===== config.mk =====
export PLATFORM = sky130hd
export DESIGN_NAME = utf8_to_ucs2_decoder_core
export DESIGN_NICKNAME = d
export VERILOG_FILES = /design/src/hdl/utf8d_pkg.sv /design/src/hdl/utf8_to_ucs2_decoder_core.sv
export SDC_FILE = /design/constraint.sdc
export NUM_CORES = 1
export LEC_CHECK = 0
export BUFFER_PORTS_ARGS = -buffer_cell sky130_fd_sc_hd__buf_2
export CORE_ASPECT_RATIO = 1.75
export CORE_MARGIN = 2
export CORE_UTILIZATION = 30
export DETAILED_ROUTE_END_ITERATION = 10
export PLACE_DENSITY = 0.46
export SETUP_SLACK_MARGIN = 0.02
export SLEW_MARGIN = 30
export SYNTH_ARGS = -nofsm -noshare
export SYNTH_HDL_FRONTEND = slang
export SYNTH_SLANG_ARGS = --single-unit

===== constraint.sdc =====
create_clock -name i_clk -period 10.4 [get_ports i_clk]
set_input_delay 2.08 -clock i_clk [delete_from_list [all_inputs] [get_ports i_clk]]
set_output_delay 2.08 -clock i_clk [all_outputs]
set_load 0.02 [all_outputs]

===== src/hdl/utf8d_pkg.sv =====
// Shared types and constants for the UTF-8 to UCS-2 decoder.
// No dependencies; imported by utf8_to_ucs2_decoder_core and tb_top.
package utf8d_pkg;

    localparam int QDEPTH = 4;
    localparam int QIDX_W = 2;
    localparam int QCNT_W = 3;

    localparam logic [15:0] BAD_WORD  = 16'hFFFF;
    localparam logic [15:0] TERM_WORD = 16'h0000;

    typedef struct packed {
        logic [15:0] code_unit;
        logic        terminator;
        logic [15:0] word_count;
        logic        run_last;
    } t_result;

endpackage


===== src/hdl/utf8_to_ucs2_decoder_core.sv =====
// UTF-8 to UCS-2 decoder core: byte decode state and a four-word result queue.
// Depends on utf8d_pkg (result type, queue sizing, fixed code words).
//
// The block takes one source byte per cycle while o_ready is high. The byte
// flagged as first opens a string and samples the byte count and destination
// capacity; a string that ends closes with a zero word carrying the word count.
// All decoding for a byte completes in the cycle it is accepted, and its zero,
// one or two result words enter a four-entry queue; the output side delivers one
// word per cycle while i_ready is high. The input is ready while the queue holds
// two words or fewer, so one byte per cycle holds whenever the consumer takes
// words as they come; a closing step may leave two words and drop o_ready.
module utf8_to_ucs2_decoder_core #(
    parameter int LENGTH_BITS = 16
) (
    input  logic        i_clk,
    input  logic        i_rst_n,
    input  logic        i_valid,
    output logic        o_ready,
    input  logic [7:0]  i_data_byte,
    input  logic        i_first,
    input  logic [15:0] i_src_length,
    input  logic [15:0] i_dst_capacity,
    output logic        o_valid,
    input  logic        i_ready,
    output logic [15:0] o_code_unit,
    output logic        o_terminator,
    output logic [15:0] o_word_count,
    output logic        o_run_last
);
    import utf8d_pkg::*;

    localparam int LB = LENGTH_BITS;
    localparam int PB = LENGTH_BITS + 3;

    localparam logic [1:0] PH_IDLE = 2'd0;
    localparam logic [1:0] PH_LEAD = 2'd1;
    localparam logic [1:0] PH_CONT = 2'd2;
    localparam logic [1:0] PH_SKIP = 2'd3;

    logic [1:0]    r_phase,    n_phase;
    logic [LB-1:0] r_pos,      n_pos;
    logic [2:0]    r_pending,  n_pending;
    logic [15:0]   r_partial,  n_partial;
    logic [LB-1:0] r_words,    n_words;
    logic [LB-1:0] r_length,   n_length;
    logic [LB-1:0] r_capacity, n_capacity;

    t_result             r_q [QDEPTH];
    logic [QIDX_W-1:0]   r_rd_ptr, r_wr_ptr;
    logic [QCNT_W-1:0]   r_count;

    logic              accept, pop, run, finish, bad_lead, word_emit, term_emit;
    logic [1:0]        nres;
    logic [LB+15:0]    len_ext, cap_ext;
    logic [LB-1:0]     len_in, cap_in, cur_pos;
    logic [PB-1:0]     cur_pos_ext, fin_next, len_cmp;
    logic [15:0]       word_val;
    t_result           res0, res1;

    function automatic t_result f_result(input logic [15:0] code, input logic term,
                                         input logic [LB-1:0] words);
        logic [LB+15:0] ext;
        t_result        r;
        ext          = {16'b0, words};
        r.code_unit  = code;
        r.terminator = term;
        r.word_count = ext[15:0];
        r.run_last   = 1'b0;
        return r;
    endfunction

    assign accept  = i_valid && o_ready;
    assign pop     = o_valid && i_ready;
    assign o_valid = (r_count != '0);
    assign o_ready = (r_count <= QCNT_W'(QDEPTH - 2));

    assign len_ext = {{LB{1'b0}}, i_src_length};
    assign cap_ext = {{LB{1'b0}}, i_dst_capacity};
    assign len_in  = len_ext[LB-1:0];
    assign cap_in  = cap_ext[LB-1:0];

    always_comb begin
        n_phase     = r_phase;
        n_pos       = r_pos;
        n_pending   = r_pending;
        n_partial   = r_partial;
        n_words     = r_words;
        n_length    = r_length;
        n_capacity  = r_capacity;
        run         = 1'b0;
        finish      = 1'b0;
        bad_lead    = 1'b0;
        word_emit   = 1'b0;
        term_emit   = 1'b0;
        word_val    = r_partial;
        cur_pos     = r_pos;
        cur_pos_ext = '0;
        fin_next    = '0;
        len_cmp     = '0;
        if (accept) begin
            if (i_first) begin
                n_length   = len_in;
                n_capacity = cap_in;
                n_pos      = '0;
                n_pending  = 3'd0;
                n_partial  = 16'd0;
                n_words    = '0;
                if (len_in == '0 || cap_in <= LB'(1) || i_data_byte == 8'd0) begin
                    term_emit = 1'b1;
                    n_phase   = PH_IDLE;
                end else begin
                    n_phase = PH_LEAD;
                    run     = 1'b1;
                end
            end else if (r_phase != PH_IDLE) begin
                run = 1'b1;
            end
        end
        if (run) begin
            cur_pos     = n_pos;
            cur_pos_ext = {3'b0, cur_pos};
            len_cmp     = {3'b0, n_length};
            n_pos       = cur_pos + LB'(1);
            case (n_phase)
                PH_LEAD: begin
                    if (i_data_byte == 8'd0) begin
                        term_emit = 1'b1;
                        n_phase   = PH_IDLE;
                    end else if (!i_data_byte[7]) begin
                        word_val = {8'b0, i_data_byte};
                        finish   = 1'b1;
                        fin_next = cur_pos_ext + PB'(1);
                    end else if (i_data_byte[7:5] == 3'b110) begin
                        if (cur_pos_ext + PB'(2) > len_cmp) begin
                            term_emit = 1'b1;
                            n_phase   = PH_IDLE;
                        end else begin
                            n_partial = {4'b0, i_data_byte[5:0], 6'b0};
                            n_pending = 3'd1;
                            n_phase   = PH_CONT;
                        end
                    end else if (i_data_byte[7:4] == 4'b1110) begin
                        if (cur_pos_ext + PB'(3) > len_cmp) begin
                            term_emit = 1'b1;
                            n_phase   = PH_IDLE;
                        end else begin
                            n_partial = {i_data_byte[3:0], 12'b0};
                            n_pending = 3'd2;
                            n_phase   = PH_CONT;
                        end
                    end else begin
                        word_val = BAD_WORD;
                        bad_lead = 1'b1;
                        finish   = 1'b1;
                        fin_next = cur_pos_ext + PB'(5);
                    end
                end
                PH_CONT: begin
                    if (n_pending >= 3'd2) begin
                        n_partial = n_partial | {4'b0, i_data_byte[5:0], 6'b0};
                        n_pending = 3'd1;
                    end else begin
                        word_val  = n_partial | {10'b0, i_data_byte[5:0]};
                        n_partial = word_val;
                        n_pending = 3'd0;
                        finish    = 1'b1;
                        fin_next  = cur_pos_ext + PB'(1);
                    end
                end
                PH_SKIP: begin
                    if (n_pending != 3'd0) begin
                        n_pending = n_pending - 3'd1;
                    end
                    if (n_pending == 3'd0) begin
                        n_phase = PH_LEAD;
                    end
                end
                default: begin
                    n_phase = PH_IDLE;
                end
            endcase
            if (finish) begin
                word_emit = 1'b1;
                n_partial = word_val;
                n_words   = n_words + LB'(1);
                if (fin_next >= len_cmp
                    || {1'b0, n_capacity} == {1'b0, n_words} + (LB+1)'(1)) begin
                    term_emit = 1'b1;
                    n_phase   = PH_IDLE;
                end else if (bad_lead) begin
                    n_phase   = PH_SKIP;
                    n_pending = 3'd4;
                end else begin
                    n_phase = PH_LEAD;
                end
            end
        end
    end

    always_comb begin
        res0 = f_result(word_val, 1'b0, n_words);
        res1 = f_result(TERM_WORD, 1'b1, n_words);
        nres = 2'd0;
        if (word_emit && term_emit) begin
            res1.run_last = 1'b1;
            nres          = 2'd2;
        end else if (word_emit) begin
            res0.run_last = 1'b1;
            nres          = 2'd1;
        end else if (term_emit) begin
            res0          = res1;
            res0.run_last = 1'b1;
            nres          = 2'd1;
        end
    end

    always_ff @(posedge i_clk) begin
        if (!i_rst_n) begin
            r_phase    <= PH_IDLE;
            r_pos      <= '0;
            r_pending  <= 3'd0;
            r_partial  <= 16'd0;
            r_words    <= '0;
            r_length   <= '0;
            r_capacity <= '0;
            r_rd_ptr   <= '0;
            r_wr_ptr   <= '0;
            r_count    <= '0;
        end else begin
            r_phase    <= n_phase;
            r_pos      <= n_pos;
            r_pending  <= n_pending;
            r_partial  <= n_partial;
            r_words    <= n_words;
            r_length   <= n_length;
            r_capacity <= n_capacity;
            r_rd_ptr   <= r_rd_ptr + QIDX_W'(pop);
            r_wr_ptr   <= r_wr_ptr + QIDX_W'(nres);
            r_count    <= r_count + QCNT_W'(nres) - QCNT_W'(pop);
        end
    end

    always_ff @(posedge i_clk) begin
        if (nres != 2'd0) begin
            r_q[r_wr_ptr] <= res0;
        end
        if (nres == 2'd2) begin
            r_q[r_wr_ptr + QIDX_W'(1)] <= res1;
        end
    end

    assign o_code_unit  = r_q[r_rd_ptr].code_unit;
    assign o_terminator = r_q[r_rd_ptr].terminator;
    assign o_word_count = r_q[r_rd_ptr].word_count;
    assign o_run_last   = r_q[r_rd_ptr].run_last;

`ifndef SYNTHESIS
    a_count_bound: assert property (@(posedge i_clk) disable iff (!i_rst_n)
        r_count <= QCNT_W'(QDEPTH))
        else $error("result queue overflow");

    a_no_work_when_idle: assert property (@(posedge i_clk) disable iff (!i_rst_n)
        accept && !i_first && r_phase == PH_IDLE |-> nres == 2'd0)
        else $error("result from a byte outside any string");

    a_term_is_last: assert property (@(posedge i_clk) disable iff (!i_rst_n)
        o_valid && o_terminator |-> o_run_last && o_code_unit == TERM_WORD)
        else $error("terminator word malformed");

    a_term_goes_idle: assert property (@(posedge i_clk) disable iff (!i_rst_n)
        accept && term_emit |=> r_phase == PH_IDLE)
        else $error("decoder still active after terminator");

    a_first_restarts: assert property (@(posedge i_clk) disable iff (!i_rst_n)
        accept && i_first |=> r_words <= LB'(1))
        else $error("word count not restarted on first byte");
`endif

endmodule


==> impl_metrics.toml <==
[finish]
area_delta_synth_final_pct = 12.63
drive_gt1_frac = 0.1328
instances_no_fill = 2138
final_nets = 1649
final_util = 0.3416

[floorplan]
start_util = 0.3032
die_w_um = 165.4
io_pins = 81
die_y_um = 286.5
die_area_um2 = 47390
rows = 103
core_area_um2 = 45110

[setup_path]
worstPathArrival_ps = 8780
reg2reg_depth = 29
critical_path.startpoint_type = "input pin"
r2r_slack_ps = 3030
reg2reg_from = "r_count[0]"
path_class = "input pin to flop"
r2r_end = "r_count[2]"
worst_ep_required_time_ps = 10830
endpoint_kind = "flop"
critPathMaxFanout = 67

[logic_synthesis]
synth_top_area_share = 0.2342
synth_area_leaders = "dfxtp_1 23%, edfxtp_1 15%, mux4_2 5.6%"
synth_commonest_cells = "187 x nor2_1, 186 x nand2_1, 160 x dfxtp_1"
synth.most_common_cell = "nor2_1"
synth_nets = 1631
ys_async_sr_fraction = 0
synth_area_leader_cell = "dfxtp_1"
synthCells = 1524
syn_area_um2 = 13680
yosysUniqueCellTypes = 91
syn_avg_cell_area_um2 = 8.975
synth_edf_count = 68
yosys_warnings = 0
yosys_register_bits = 228
yosys_most_used_dff = "dfxtp_1"
yosysSeqAreaShare = 0.3835

[place]
io_buffers = 80
finalWeightedCongestion = 0.8811
dp.cells = 2092
hpwl_mm = 33.28

[detailed_routing]
first_pass_iters = 5
route.detailed.drc = 0
wl_met1_mm = 17.86
viasPerCell = 5.438
met2WireLength_mm = 23.98
vias = 11630
wl_mm = 45.77
wl_met3_mm = 1.876
drt_iter0_markers = 629
wire_per_inst_um = 21.41
antenna_left = 0
highest_layer = "met4"

[global_routing]
antenna_found_initial = 2
grt_max_degree = 68
grt_pass1_wl_mm = 71.25
grt_overflow = 0
grt_pass1_vias = 11810
track_usage = 0.1953

[cts]
cts_buffers = 25
cts_setup_buffers = 0
clk_path_buf_depth = 3
cts_tree = "yes"
cts_max_level = 1
cts.root.buffer_cell = "clkbuf_16"
clock-sinks = 228
path_clk_slew_ps = 60
clk_latency_ps = 560
cts_hold_buf = 0
cts_resized = 0

[hold_path]
min_to = "r_q[3][18]"
hold_class = "flop to flop"
worstHoldPathCells = 2
min-delay-start = "r_q[3][18]"

[timing]
setup_violations = 0
finalSetupTns_ps = 0
fin_crit_sh = 0.8037
fmax_mhz = 119.6
hold_viol = 0
drv_slew = 0
worst_pin_slew_ps = 959.0
fin_skew_ps = 17.33
min_period_ps = 8358
rsz0062_at_grt = "no"
slew_headroom = 0.3594

[power]
p_int_uw = 1824
p_sw_frac = 0.3352
p_leak_uw = 0.005714
switching_power_uw = 919.5
power_density_nw_per_um2 = 178.1
power.share.clock = 0.350
peakVddDrop_v = 0.0001220
power_frac_seq = 0.373
pwr-share-comb = 0.277

[status]
status = "finished, final reports clean"

[run]
maxCapViolCount = 0
## worst max-delay path by stage
stage	startpoint	to	cells past startpoint
2_1_floorplan	i_first	r_q[0][0]	30
3_3_place_gp	i_first	r_count[2]	26
3_5_place_dp	i_first	r_q[3][25]	21
4_1_cts	i_first	r_count[2]	26
5_1_grt	i_first	r_count[2]	26
6_report	i_first	r_count[2]	26
## registers in the layout (all words and copies together) (netlist names), 3 cells and up
| signal | count |
|---|---|
| r_length | 16 |
| r_pos | 16 |
| r_partial | 16 |
| r_count | 3 |
| r_capacity | 16 |
| r_words | 16 |
| r_q | 136 |
| r_pending | 3 |
## metal layers
layer  vias up  GRT usage
met4         0    0.08879
met2       278     0.3557
met1      5660     0.2254
met5         -          0
li1       5595          -
met3        94    0.02312
## stage by stage
| step | instance area [um^2] | setup WS, ps | hold slack (ps) | power, uW |
|---|---|---|---|---|
| global route | 15410 | 1654 | 482.7 | 2890 |
| global placement | 14530 | 1443 | 432.0 | 1809 |
| CTS | 15390 | 2056 | 457.8 | 2786 |
| finish | 15410 | 2042 | 456.0 | 2743 |
| detailed placement | 14530 | 1477 | 442.9 | 1815 |
| floorplan | 13680 | 2283 | 419.8 | 1560 |
## cells in the final DEF, fill, tap and decap left out, types with 22 or more instances in the layout
| cell type | n |
|---|---|
| buf_2 | 80 |
| clkbuf_16 | 25 |
| inv_1 | 28 |
| ha_1 | 61 |
| xnor2_1 | 49 |
| a21oi_1 | 72 |
| mux4_2 | 34 |
| nand2_1 | 186 |
| nor2_1 | 187 |
| nand3_1 | 46 |
| a22o_1 | 43 |
| edfxtp_1 | 68 |
| nor3_1 | 22 |
| dfxtp_1 | 159 |
| xor2_1 | 40 |
| o21ai_0 | 84 |
| a21o_1 | 26 |
## logic make-up (layout without fill, tap and decap cells)
| group | Yosys count | in the layout | synth area share |
|---|---|---|---|
| compound gates | 369 | 369 | 0.1853 |
| flops | 228 | 228 | 0.3835 |
| simple gates | 581 | 581 | 0.2010 |
| xor+xnor | 92 | 92 | 0.06202 |
| fa+ha+maj | 62 | 62 | 0.05726 |
| other cells | 0 | 2 | 0 |
| mux | 54 | 54 | 0.07062 |
| buf+inv | 138 | 173 | 0.04034 |
## final cells by class
| type | instances | area (um^2) |
|---|---|---|
| Multi-Input combinational cell | 1158 | 7911 |
| Inverter | 30 | 112.6 |
| Fill cell | 4699 | 29700 |
| Tap cell | 577 | 721.9 |
| Clock buffer | 32 | 671.9 |
| Timing Repair Buffer | 99 | 543.0 |
| Clock inverter | 12 | 193.9 |
| Sequential cell | 228 | 5246 |
| Antenna cell | 2 | 5.005 |
## power by group through the flow
stage / clock network (uW) / logic, uW / registers [uW]
floorplan: 0 / 542 / 1020
global placement: 0 / 768 / 1040
detailed placement: 0 / 773 / 1040
CTS: 987 / 776 / 1020
global route: 1020 / 837 / 1030
finish: 961 / 760 / 1020
## worst max-delay path: stages
cell and delay (ps):
buf_2 260, inv_1 240, nor3_4 290, buf_4 680, nor2_1 200, nand4_1 310
nor3_1 100, xnor2_1 170, nor2_1 70, ha_1 390, a2111oi_0 410, o21ai_0 150
o31ai_1 640, nand3_1 420, a31oi_1 390, inv_1 100, o21ba_1 220, ha_1 360
ha_1 290, inv_1 60, ha_1 130, inv_1 50, fa_1 380, xnor2_1 180
xnor2_1 140, nor2_1 50
No activity file was read; power rests on OpenSTA's default activity.
